--- src/rtl/yaz0_pkg.sv ---
// Shared types, sizes and constants of the Yaz0 stream decompressor.
// No dependencies; every other file imports this package.
package yaz0_pkg;

  localparam int unsigned HISTORY_DEPTH = 4096;
  localparam int unsigned OUT_BYTES     = 8;
  localparam int unsigned HIST_AW       = $clog2(HISTORY_DEPTH);
  localparam int unsigned HIST_CW       = $clog2(HISTORY_DEPTH + 1);
  localparam int unsigned FILL_W        = $clog2(OUT_BYTES + 1);
  localparam int unsigned HEADER_BYTES  = 16;
  localparam int unsigned LEN_W         = 9;
  localparam int unsigned DIST_W        = 12;
  localparam int unsigned FIFO_DEPTH    = 4;
  localparam int unsigned FIFO_AW       = $clog2(FIFO_DEPTH);

  localparam logic [7:0] FLAG_MSB      = 8'h80;
  localparam logic [7:0] LONG_LEN_BIAS = 8'h12;
  localparam logic       CFG_SKIP      = 1'b0;
  localparam logic       CFG_MAX       = 1'b1;

  typedef struct packed {
    logic [7:0] in_byte;
    logic       start_of_stream;
  } in_item_t;

  typedef struct packed {
    logic [63:0] data_word;
    logic [3:0]  byte_count;
    logic        run_last;
    logic        stream_done;
    logic        bad_magic;
  } out_item_t;

  typedef enum logic [2:0] {
    CMD_NOP,
    CMD_ERROR,
    CMD_HDR_END,
    CMD_LIT,
    CMD_COPY
  } cmd_kind_e;

  typedef struct packed {
    cmd_kind_e         kind;
    logic              clear;
    logic [7:0]        lit_byte;
    logic [DIST_W-1:0] copy_dist;
    logic [LEN_W-1:0]  len;
    logic [31:0]       limit;
  } cmd_t;

  typedef enum logic [1:0] {
    PH_CODE,
    PH_REF1,
    PH_REF2
  } phase_e;

  typedef enum logic {
    BK_IDLE,
    BK_COPY
  } back_state_e;

  function automatic logic [7:0] magic_byte(input logic [1:0] idx);
    logic [7:0] b;
    case (idx)
      2'd0: b = 8'h59;
      2'd1: b = 8'h61;
      2'd2: b = 8'h7a;
      2'd3: b = 8'h30;
      default: b = 8'h00;
    endcase
    return b;
  endfunction

endpackage

--- src/rtl/yaz0_cmd_fifo.sv ---
// Short command queue between the front end and the back end.
// Uses yaz0_pkg for the command type and depth.
module yaz0_cmd_fifo (
  input  logic           clk_i,
  input  logic           rst_ni,
  input  logic           push_i,
  input  yaz0_pkg::cmd_t push_data_i,
  output logic           full_o,
  input  logic           pop_i,
  output logic           valid_o,
  output yaz0_pkg::cmd_t pop_data_o
);
  import yaz0_pkg::*;

  cmd_t               slot_q [FIFO_DEPTH];
  logic [FIFO_AW-1:0] wptr_q, rptr_q;
  logic [FIFO_AW:0]   cnt_q;

  assign full_o     = (cnt_q == (FIFO_AW + 1)'(FIFO_DEPTH));
  assign valid_o    = (cnt_q != '0);
  assign pop_data_o = slot_q[rptr_q];

  always_ff @(posedge clk_i) begin
    if (push_i) begin
      slot_q[wptr_q] <= push_data_i;
    end
  end

  always_ff @(posedge clk_i or negedge rst_ni) begin
    if (!rst_ni) begin
      wptr_q <= '0;
      rptr_q <= '0;
      cnt_q  <= '0;
    end else begin
      if (push_i) begin
        wptr_q <= wptr_q + FIFO_AW'(1);
      end
      if (pop_i) begin
        rptr_q <= rptr_q + FIFO_AW'(1);
      end
      if (push_i && !pop_i) begin
        cnt_q <= cnt_q + (FIFO_AW + 1)'(1);
      end else if (!push_i && pop_i) begin
        cnt_q <= cnt_q - (FIFO_AW + 1)'(1);
      end
    end
  end

endmodule

--- config.mk ---
export PLATFORM = sky130hd
export DESIGN_NAME = yaz0_cmd_fifo
export DESIGN_NICKNAME = d
export VERILOG_FILES = /design/src/rtl/yaz0_pkg.sv /design/src/rtl/yaz0_cmd_fifo.sv
export SDC_FILE = /design/constraint.sdc
export NUM_CORES = 1
export LEC_CHECK = 0
export ABC_AREA = 1
export BUFFER_PORTS_ARGS = -buffer_cell sky130_fd_sc_hd__buf_2
export CAP_MARGIN = 20
export CORE_ASPECT_RATIO = 0.8
export CORE_MARGIN = 4
export CORE_UTILIZATION = 55
export DETAILED_ROUTE_END_ITERATION = 16
export MAX_ROUTING_LAYER = met4
export PLACE_DENSITY = 0.86
export SYNTH_ARGS = -nofsm -noshare
export SYNTH_HDL_FRONTEND = slang
export SYNTH_SLANG_ARGS = --single-unit
--- constraint.sdc ---
create_clock -name clk_i -period 3.15 [get_ports clk_i]
set_input_delay 0 -clock clk_i [delete_from_list [all_inputs] [get_ports clk_i]]
set_output_delay 0 -clock clk_i [all_outputs]
set_load 0.03 [all_outputs]
==> key figures <==
Critical path
  • Kind of critical path: reg -> out
  • Worst path slowest cell: dfrtp_4
  • Largest stage delay, worst path: 750 ps
  • CP arrival: 2560 ps
  • Critical path startpoint category: flop
  • CP Buf/Inv Count: 2
  • Critical Path Sink Type: output pin
  • Worst path cell trace: buf_4, o211ai_1, nand2_1, buf_2
  • Crit path required time: 3150 ps
  • Reg2reg end: slot_q[2][40]
  • Worst reg2reg startpoint: wptr_q[0]
  • CP delay by family, top: buffers and inverters
  • R2r worst-path depth: 5
  • Crit path max fanout: 39
  • R2R setup slack: 1050 ps

Power
  • VDD IR max: 0.658 mV
  • P_leak: 0.00553 uW
  • Cell-internal power: 7970 uW
  • Logic pwr share: 39.6%
  • P per Cell Area: 987 nW/um^2
  • Sw Pwr: 5380 uW
  • Clock power share: 22.3%
  • Sw Share: 40.3%
  • Share of power burned in registers: 38.2%

Clock tree
  • CTS buffer count: 26
  • Clock sink count: 267
  • Clk buf depth: 3
  • Htree depth: 1
  • CTS tree: yes
  • Resize count post-CTS: 0
  • Worst-path clk slew: 60 ps
  • CTS Root Cell: clkbuf_16
  • Worst skew pair latency: 510 ps
  • Post-CTS setup buffers: 0

Worst hold path
  • Worst hold start: push_data_i[56]
  • Hold path depth: 2
  • Worst hold path class: in -> reg
  • Hold endpoint: slot_q[2][56]

Finish
  • Share of post-route cells with drive strength above 1: 27.1%
  • Most common cell after layout, fill and taps aside: edfxtp_1
  • Non-Filler Instances: 1297
  • Commonest non-fill, non-tap cells in the layout: edfxtp_1 (260), nand2_1 (199), inv_1 (137), buf_2 (135), o211ai_2 (74)
  • Fillcell total: 1296
  • Area Overhead vs Synth: 20.0%
  • Final-stage net count: 1089

Place
  • IO Port Bufs: 135
  • Final Wtd Congestion: 0.739
  • DP Wirelength: 13700 um
  • Placed cells: 1181

Die
  • Die Ht: 136 um
  • FP Rows: 46
  • Ports: 136
  • Core Area: 20000 um^2
  • Die ar.: 22900 um^2
  • Effective utilization at floorplan: 56.4%
  • Chip width: 168 um

Logic synthesis
  • Mapped cell area: 11300 um^2
  • Mean Syn Cell Area: 14.0 um^2
  • YS warnings: 0
  • Sequential area share after synthesis: 70.8%
  • Top cell type's share of synthesized area: 69.3%
  • Syn Nets: 882
  • Largest area contributor in the netlist: edfxtp_1
  • Syn Inst Count: 807
  • Top cells by area, synth: edfxtp_1 (69%), o211ai_2 (8.2%), nand2_1 (6.6%)
  • #FFs+latches synth: 267
  • Post-synth cell types: 23

STA
  • Achievable Freq: 0.391 GHz
  • Layout Skew: 9.19 ps
  • Worst slew margin: 49.6%
  • Setup TNS Final: 0 ps
  • Fin crit share: 81.3%
  • Setup violators final: 0
  • Tmin final: 2560 ps
  • Least-Margin Pin Slew: 757 ps
  • Max Slew Vio Count: 0
  • RSZ-0062 raised after global routing: no
  • Count of final hold-check violations: 0

Job
  • Max cap viols: 0

GRT
  • GRT overflow: 0
  • Number of global-route vias before repair: 6661
  • First-pass GRT wire length: 36200 um
  • Largest net degree at the start of global routing: 62
  • Antenna violations before repair: 1
  • Tot GR Track Use: 20.7%

Drt
  • Antenna-violating nets left: 0
  • Drt via density: 5.12
  • Wire length per cell: 17.7 um
  • Final wirelength: 22900 um
  • Drt pass-1 iters: 5
  • Residual DRC count: 0
  • Vias after detailed routing: 6640
  • DR iter-0 viols: 593

Run status
  • Status: complete, no violations
layer usage:
layer | GRT usage (%) | up-vias | share of wire (%)
met5 | - | - | 0
met4 | 3.65 | 0 | 1.2
met3 | 3.02 | 21 | 6.2
met2 | 33.1 | 238 | 48
met1 | 29.2 | 3168 | 45
li1 | - | 3213 | -
per-stage QoR:
stage                     area, um^2  total power [uW]  setup WS, ps  utilization (%)  hold WS, ps
after global routing           13500             14000           546             67.7          239
after detailed placement       12000             10400          1030             60.1         -149
after floorplan                11300              9210           797                -         -296
after global placement         12000             10200          1050             60.1         -153
after CTS                      13500             13400           638             67.7          219
final                          13500             13300           590             67.7          242
cell usage after synthesis:
cell type	count
buf_12	8
buf_2	14
buf_4	6
buf_6	10
buf_8	4
clkbuf_1	2
dfrtp_1	7
edfxtp_1	260
fa_1	1
ha_1	5
inv_1	141
inv_2	1
nand2_1	199
nand2_2	10
nand3_1	1
nand4_1	1
nor2_1	1
nor3_1	1
o211ai_1	56
o211ai_2	74
o21ai_1	1
xnor2_1	1
xor2_1	3
worst register-to-register path: stages, from the launching register on:
cell      delay (ps)
dfrtp_1          420
inv_1            100
ha_1             200
nand2_1           80
clkinv_2         550
buf_4            480
area by class of cell:
type	count	area, um^2	area share (%)
Clock inverter	12	106	0.786
Multi-Input combinational cell	354	2300	17.0
Tap cell	264	330	2.44
Inverter	142	538	3.98
Sequential cell	267	7990	59.1
Clock buffer	34	712	5.26
Antenna cell	1	2.50	0.0185
Timing Repair Buffer	223	1550	11.4
sequential cells by signal, indices dropped and copies added, names as in the netlist:
name,flops
cnt_q,3
rptr_q,2
slot_q,260
wptr_q,2
worst max path at each step:
stage	slack (ps)	startpoint	cells after the start	endpoint
6_report	590	rptr_q[1]	4	pop_data_o[1]
3_5_place_dp	1030	wptr_q[0]	5	slot_q[2][32]
3_3_place_gp	1050	wptr_q[0]	5	slot_q[2][38]
5_1_grt	550	rptr_q[1]	4	pop_data_o[14]
4_1_cts	640	rptr_q[1]	4	pop_data_o[14]
2_1_floorplan	800	wptr_q[0]	4	slot_q[2][0]
cell families after synthesis:
group	after synthesis	share of synthesized area (%)
xor gates and xnor gates	4	0.311
and+or+nand+nor	213	7.36
DFF	267	70.8
adders and majority gates	6	0.733
AOI/OAI and AO/OA	131	12.0
buffers and inverters	186	8.77
timing repair:
| item | CTS | global route |
|---|---|---|
| setup endpoints to repair | 0 | 0 |
| hold endpoints to repair | 273 | 0 |
| hold buffers | 69 | 0 |
power groups by stage:
| stage | Clock (uW) | Sequential [uW] | Combinational, uW |
|---|---|---|---|
| floorplan | 0 | 4910 | 4300 |
| CTS | 3000 | 5090 | 5300 |
| finish | 2970 | 5090 | 5280 |
| detailed placement | 0 | 5160 | 5200 |
| global route | 3180 | 5160 | 5700 |
| global placement | 0 | 5120 | 5110 |
Note: power is estimated with default switching activity, not from simulation.
