<file path="src/rtl/yaz0_pkg.sv">
// Shared types, sizes and constants of the Yaz0 stream decompressor.
// No dependencies; every other file imports this package.
package yaz0_pkg;

  localparam int unsigned HISTORY_DEPTH = 4096;
  localparam int unsigned OUT_BYTES     = 8;
  localparam int unsigned HIST_AW       = $clog2(HISTORY_DEPTH);
  localparam int unsigned HIST_CW       = $clog2(HISTORY_DEPTH + 1);
  localparam int unsigned FILL_W        = $clog2(OUT_BYTES + 1);
  localparam int unsigned HEADER_BYTES  = 16;
  localparam int unsigned LEN_W         = 9;
  localparam int unsigned DIST_W        = 12;
  localparam int unsigned FIFO_DEPTH    = 4;
  localparam int unsigned FIFO_AW       = $clog2(FIFO_DEPTH);

  localparam logic [7:0] FLAG_MSB      = 8'h80;
  localparam logic [7:0] LONG_LEN_BIAS = 8'h12;
  localparam logic       CFG_SKIP      = 1'b0;
  localparam logic       CFG_MAX       = 1'b1;

  typedef struct packed {
    logic [7:0] in_byte;
    logic       start_of_stream;
  } in_item_t;

  typedef struct packed {
    logic [63:0] data_word;
    logic [3:0]  byte_count;
    logic        run_last;
    logic        stream_done;
    logic        bad_magic;
  } out_item_t;

  typedef enum logic [2:0] {
    CMD_NOP,
    CMD_ERROR,
    CMD_HDR_END,
    CMD_LIT,
    CMD_COPY
  } cmd_kind_e;

  typedef struct packed {
    cmd_kind_e         kind;
    logic              clear;
    logic [7:0]        lit_byte;
    logic [DIST_W-1:0] copy_dist;
    logic [LEN_W-1:0]  len;
    logic [31:0]       limit;
  } cmd_t;

  typedef enum logic [1:0] {
    PH_CODE,
    PH_REF1,
    PH_REF2
  } phase_e;

  typedef enum logic {
    BK_IDLE,
    BK_COPY
  } back_state_e;

  function automatic logic [7:0] magic_byte(input logic [1:0] idx);
    logic [7:0] b;
    case (idx)
      2'd0: b = 8'h59;
      2'd1: b = 8'h61;
      2'd2: b = 8'h7a;
      2'd3: b = 8'h30;
      default: b = 8'h00;
    endcase
    return b;
  endfunction

endpackage

</file>
<file path="src/rtl/yaz0_front.sv">
// Front end: accepts stream bytes, parses the header and code bytes and
// issues at most one command per beat into the command queue. Uses yaz0_pkg.
module yaz0_front (
  input  logic               clk_i,
  input  logic               rst_ni,
  input  logic               in_valid_i,
  output logic               in_stall_o,
  input  yaz0_pkg::in_item_t in_data_i,
  input  logic [31:0]        skip_i,
  input  logic [31:0]        max_i,
  output logic               cmd_valid_o,
  output yaz0_pkg::cmd_t     cmd_o,
  input  logic               cmd_full_i
);
  import yaz0_pkg::*;

  logic              accept;
  logic              sos;
  logic [4:0]        hidx_q, hidx_d, hidx_c;
  logic [31:0]       len_q, len_d, len_c;
  logic [7:0]        flag_q, flag_d, flag_c;
  logic [3:0]        fbits_q, fbits_d, fbits_c;
  phase_e            phase_q, phase_d, phase_c;
  logic [7:0]        t0_q, t0_d, t0_c;
  logic [DIST_W-1:0] dist_q, dist_d, dist_c;
  logic              abort_q, abort_d, abort_c;
  logic [31:0]       lim_sub, lim;
  logic [7:0]        b;
  cmd_t              cmd;

  assign in_stall_o = cmd_full_i;
  assign accept     = in_valid_i && !cmd_full_i;
  assign sos        = in_data_i.start_of_stream;
  assign b          = in_data_i.in_byte;

  always_comb begin
    hidx_c  = sos ? 5'd0 : hidx_q;
    len_c   = sos ? 32'd0 : len_q;
    flag_c  = sos ? 8'd0 : flag_q;
    fbits_c = sos ? 4'd0 : fbits_q;
    phase_c = sos ? PH_CODE : phase_q;
    t0_c    = sos ? 8'd0 : t0_q;
    dist_c  = sos ? '0 : dist_q;
    abort_c = sos ? 1'b0 : abort_q;

    hidx_d  = hidx_c;
    len_d   = len_c;
    flag_d  = flag_c;
    fbits_d = fbits_c;
    phase_d = phase_c;
    t0_d    = t0_c;
    dist_d  = dist_c;
    abort_d = abort_c;

    lim_sub = (len_c > skip_i) ? (len_c - skip_i) : 32'd0;
    lim     = (lim_sub > max_i) ? max_i : lim_sub;

    cmd          = '0;
    cmd.kind     = CMD_NOP;
    cmd.clear    = sos;
    cmd.lit_byte = b;
    cmd.limit    = lim;

    if (!abort_c) begin
      if (hidx_c < 5'(HEADER_BYTES)) begin
        if (hidx_c < 5'd4) begin
          if (b != magic_byte(hidx_c[1:0])) begin
            abort_d  = 1'b1;
            cmd.kind = CMD_ERROR;
          end
        end else if (hidx_c < 5'd8) begin
          len_d = {len_c[23:0], b};
        end
        if (!abort_d) begin
          if (hidx_c == 5'(HEADER_BYTES - 1)) begin
            cmd.kind = CMD_HDR_END;
          end
          hidx_d = hidx_c + 5'd1;
        end
      end else begin
        case (phase_c)
          PH_REF1: begin
            dist_d = {t0_c[3:0], b};
            if (t0_c[7:4] != 4'd0) begin
              cmd.kind      = CMD_COPY;
              cmd.copy_dist = {t0_c[3:0], b};
              cmd.len       = LEN_W'(t0_c[7:4]) + LEN_W'(2);
              flag_d        = {flag_c[6:0], 1'b0};
              fbits_d       = (fbits_c != 4'd0) ? fbits_c - 4'd1 : fbits_c;
              phase_d       = PH_CODE;
            end else begin
              phase_d = PH_REF2;
            end
          end
          PH_REF2: begin
            cmd.kind      = CMD_COPY;
            cmd.copy_dist = dist_c;
            cmd.len       = LEN_W'(b) + LEN_W'(LONG_LEN_BIAS);
            flag_d        = {flag_c[6:0], 1'b0};
            fbits_d       = (fbits_c != 4'd0) ? fbits_c - 4'd1 : fbits_c;
            phase_d       = PH_CODE;
          end
          PH_CODE: begin
            if (fbits_c == 4'd0) begin
              flag_d  = b;
              fbits_d = 4'd8;
            end else if ((flag_c & FLAG_MSB) != 8'd0) begin
              cmd.kind = CMD_LIT;
              flag_d   = {flag_c[6:0], 1'b0};
              fbits_d  = fbits_c - 4'd1;
            end else begin
              t0_d    = b;
              phase_d = PH_REF1;
            end
          end
          default: phase_d = PH_CODE;
        endcase
      end
    end
  end

  assign cmd_o       = cmd;
  assign cmd_valid_o = accept && ((cmd.kind != CMD_NOP) || cmd.clear);

  always_ff @(posedge clk_i or negedge rst_ni) begin
    if (!rst_ni) begin
      hidx_q  <= '0;
      len_q   <= '0;
      flag_q  <= '0;
      fbits_q <= '0;
      phase_q <= PH_CODE;
      t0_q    <= '0;
      dist_q  <= '0;
      abort_q <= 1'b0;
    end else if (accept) begin
      hidx_q  <= hidx_d;
      len_q   <= len_d;
      flag_q  <= flag_d;
      fbits_q <= fbits_d;
      phase_q <= phase_d;
      t0_q    <= t0_d;
      dist_q  <= dist_d;
      abort_q <= abort_d;
    end
  end

endmodule

</file>
<file path="config.mk">
export PLATFORM = sky130hd
export DESIGN_NAME = yaz0_front
export DESIGN_NICKNAME = d
export VERILOG_FILES = /design/src/rtl/yaz0_pkg.sv /design/src/rtl/yaz0_front.sv
export SDC_FILE = /design/constraint.sdc
export NUM_CORES = 1
export LEC_CHECK = 0
export ABC_AREA = 0
export CAP_MARGIN = 20
export CORE_ASPECT_RATIO = 0.5
export CORE_MARGIN = 3
export CORE_UTILIZATION = 40
export DETAILED_ROUTE_END_ITERATION = 12
export DONT_BUFFER_PORTS = 1
export REMOVE_ABC_BUFFERS = 1
export SLEW_MARGIN = 20
export SYNTH_ARGS = -nofsm -noshare
export SYNTH_HDL_FRONTEND = slang
export SYNTH_SLANG_ARGS = --single-unit
</file>
<file path="constraint.sdc">
create_clock -name clk_i -period 8.22 [get_ports clk_i]
set_input_delay 1.233 -clock clk_i [delete_from_list [all_inputs] [get_ports clk_i]]
set_output_delay 1.233 -clock clk_i [all_outputs]
set_load 0.1 [all_outputs]
</file>
==> impl_metrics.yaml <==
worst_setup_path:
  reg2reg_depth: 9
  worst_ep_arrival_time_ns: 6.33
  crit_path_start_kind: "primary input"
  critical_path.max_fanout: 85
  worstPathRequired_ns: 6.99
  crit_path_end_kind: "output pin"
  crit_type: "primary input to output pin"
floorplan:
  rows: 34
  chipHeight_um: 102.1
  core-area_um2: 17740
  io_pins: 144
  die_area_um2: 20220
  initial_core_util_pct: 41.61
  die_w_um: 198.1
timing:
  setup_slack_ns: 0.6579
  maxSlewViolCount: 0
  fin_skew_ns: 0.006292
  fmax_ghz: 0.1322
  relSlewSlack_pct: 24.12
  period_minus_slack_ns: 7.562
  worst_pin_slew_ns: 1.138
  rsz0062_at_grt: "no"
  finalSetupViolCount: 0
  finalHoldViolCount: 0
  period_share_pct: 92.00
  setup_tns_ns: 0
placement:
  dp_hpwl_um: 16160
  place_area_um2: 8004
  dp_slack_ns: 0.6725
  port_buffers: 0
  gp_congestion: 0.8651
cts:
  insertion_delay_ns: 0.32
  numCtsBuffers: 9
  postCtsSetupBuffers: 0
  cts_tree: "built"
  root_buffer: "clkbuf_16"
  htreeDepth: 3
  clockBufferDepth: 2
  clkTransAtPathRegs_ns: 0.06
  cts_hold_buffers: 0
  cts_sinks: 72
  cts_resized: 0
route:
  vias: 6704
  vias_per_cell: 5.779
  drt_iter0_drc: 518
  wl_per_cell_um: 18.18
  routed_wl_um: 21090
  firstDrtPassIters: 5
  ant_nets: 0
  drc: 0
run:
  maxCapViolations: 0
finish:
  n_antenna_cell: 0
  syn2layout_area_growth_pct: 13.27
  design_area_um2: 8362
  drive_above_1_share_pct: 13.71
  fin_util_pct: 47.14
  n_fill_cell: 1741
  nets: 1076
yosys:
  synthCells: 933
  synthFlopType: "dfrtp_1"
  postSynth.asyncResetShare_pct: 100.0
  ys_seq_area_share_pct: 24.41
  netlist_area_um2: 7382
  synth_warnings: 0
  synth_edf_count: 0
  synth.distinct_cells: 66
  syn_area_per_cell_um2: 7.912
  synth-seq-cells: 72
global_route:
  grt_pass1_vias: 6677
  antenna_found_initial: 0
  gr-total-overflow: 0
  grt_pass1_wl_um: 34580
  grt_start_max_net_pins: 86
  grt_usage_pct: 20.69
hold_path:
  hp-class: "flop to flop"
  hold_depth: 1
pwr:
  ir_worst_vdd_uv: 106.6
  total_power_mw: 0.8669
  p_per_area_nw_per_um2: 103.7
  leakage_nw: 3.897
outcome:
  run_status: "completed"
## state kept, by name, indices dropped and copies added, names as in the netlist
name	cells
abort_q	1
dist_q	12
fbits_q	4
flag_q	8
hidx_q	5
len_q	32
phase_q	2
t0_q	8
## cells in the mapped netlist (2+ instances only)
master / instances / area share, %
a32o_1: 4 / 0.54
nand2_1: 97 / 4.9
a22o_1: 40 / 4.7
mux2_4: 7 / 1.4
nor3_1: 16 / 1.1
and3_1: 9 / 0.76
dfrtp_1: 72 / 24
a21oi_1: 52 / 3.5
clkbuf_1: 35 / 1.8
nor4_1: 8 / 0.68
buf_2: 8 / 0.54
buf_6: 2 / 0.31
o21a_1: 2 / 0.20
nor2b_1: 38 / 3.2
a21o_1: 16 / 1.6
and2_1: 4 / 0.34
xor2_1: 18 / 2.1
nor2_2: 19 / 1.6
nand3_1: 18 / 1.2
a31oi_1: 8 / 0.68
o211ai_1: 5 / 0.51
a211o_1: 2 / 0.24
xnor2_1: 22 / 2.6
nand4_1: 12 / 1.0
a211oi_1: 5 / 0.51
o211a_1: 3 / 0.41
o21ai_1: 6 / 0.41
nor2_1: 60 / 3.1
inv_1: 79 / 4.0
a22oi_1: 34 / 3.5
ha_1: 76 / 13
buf_4: 12 / 1.2
and4_1: 2 / 0.24
o31ai_1: 8 / 0.81
mux2_2: 18 / 2.7
o21bai_1: 7 / 0.71
nand2b_1: 7 / 0.59
a221oi_1: 2 / 0.24
o21ai_0: 73 / 4.9
## kinds of logic (layout without fill, tap and decap cells)
family / Yosys count / count (layout) / share of synthesized area, %
AOI/OAI and AO/OA: 283 / 283 / 25.56
DFF: 72 / 72 / 24.41
xor gates and xnor gates: 40 / 40 / 4.746
and+or+nand+nor: 297 / 297 / 19.58
adders and majority gates: 77 / 77 / 13.15
muxes: 25 / 25 / 4.169
buffers and inverters: 139 / 132 / 8.390
## where the power goes
group | internal [mW] | total (mW) | switching [mW]
sequential | 0.355 | 0.357 | 0.00140
combinational | 0.0293 | 0.0882 | 0.0589
clock | 0.272 | 0.422 | 0.150
## cells in the final DEF (no fill, tap or decap), types with 16 or more instances in the layout
cell     instances
xor2_1          18
o21ai_0         69
dfrtp_1         72
nand2_1         97
buf_12          18
a21oi_1         52
nor2b_1         37
a22oi_1         34
nor2_2          28
a22o_1          40
xnor2_1         22
nand3_1         18
ha_1            76
inv_1           79
nor2_1          51
mux2_2          18
buf_4           16
## layer usage
metal  global-route usage (%)  wire (µm)
met2                    33.29       9249
met4                    4.183        275
met3                    2.866       1091
met1                    29.98      10470
met5                        0          0
## per-stage QoR
step           std cells  hold WS [ns]
6_report            1160        0.4718
5_1_grt             1160        0.5011
4_1_cts             1158        0.4753
3_5_place_dp        1143        0.4667
3_3_place_gp        1143        0.4671
2_1_floorplan        874        0.4418
## path summary, 6_finish.rpt
path                         startpoint         end  slack (ns)
min in group asynchronous        rst_ni  fbits_q[3]        0.60
max in group asynchronous        rst_ni     t0_q[0]        7.47
hold / removal               fbits_q[3]  fbits_q[3]        0.47
hold reg to reg              fbits_q[3]  fbits_q[3]        0.47
setup reg to reg             fbits_q[0]  fbits_q[2]        5.70
setup / recovery           in_data_i[0]   cmd_o[25]        0.66
## worst max-delay path: stages
cell	delay, ns
inv_2	0.13
nand2_1	0.15
ha_1	0.19
inv_1	0.06
fa_1	0.40
a21oi_1	0.23
o211ai_1	0.15
nand4_1	0.15
nand3_2	0.13
a21boi_1	0.28
a21o_2	0.64
nor2_1	0.12
ha_1	0.33
nand4_1	0.13
nor3_1	0.47
nand3_1	0.20
nand3_1	0.13
o2bb2ai_1	0.10
or2_2	0.49
o31ai_4	0.24
buf_4	0.32
## final cells by class
type	count	area [µm²]	area share, %
inverter	80	300.3	3.591
tap	234	292.8	3.501
clock buffer	10	239.0	2.858
sequential	72	1802	21.55
multi-input combinational	722	5110	61.11
clock inverter	5	81.33	0.9726
timing repair buffer	37	536.8	6.419
Power figures use the tool's default switching activity.
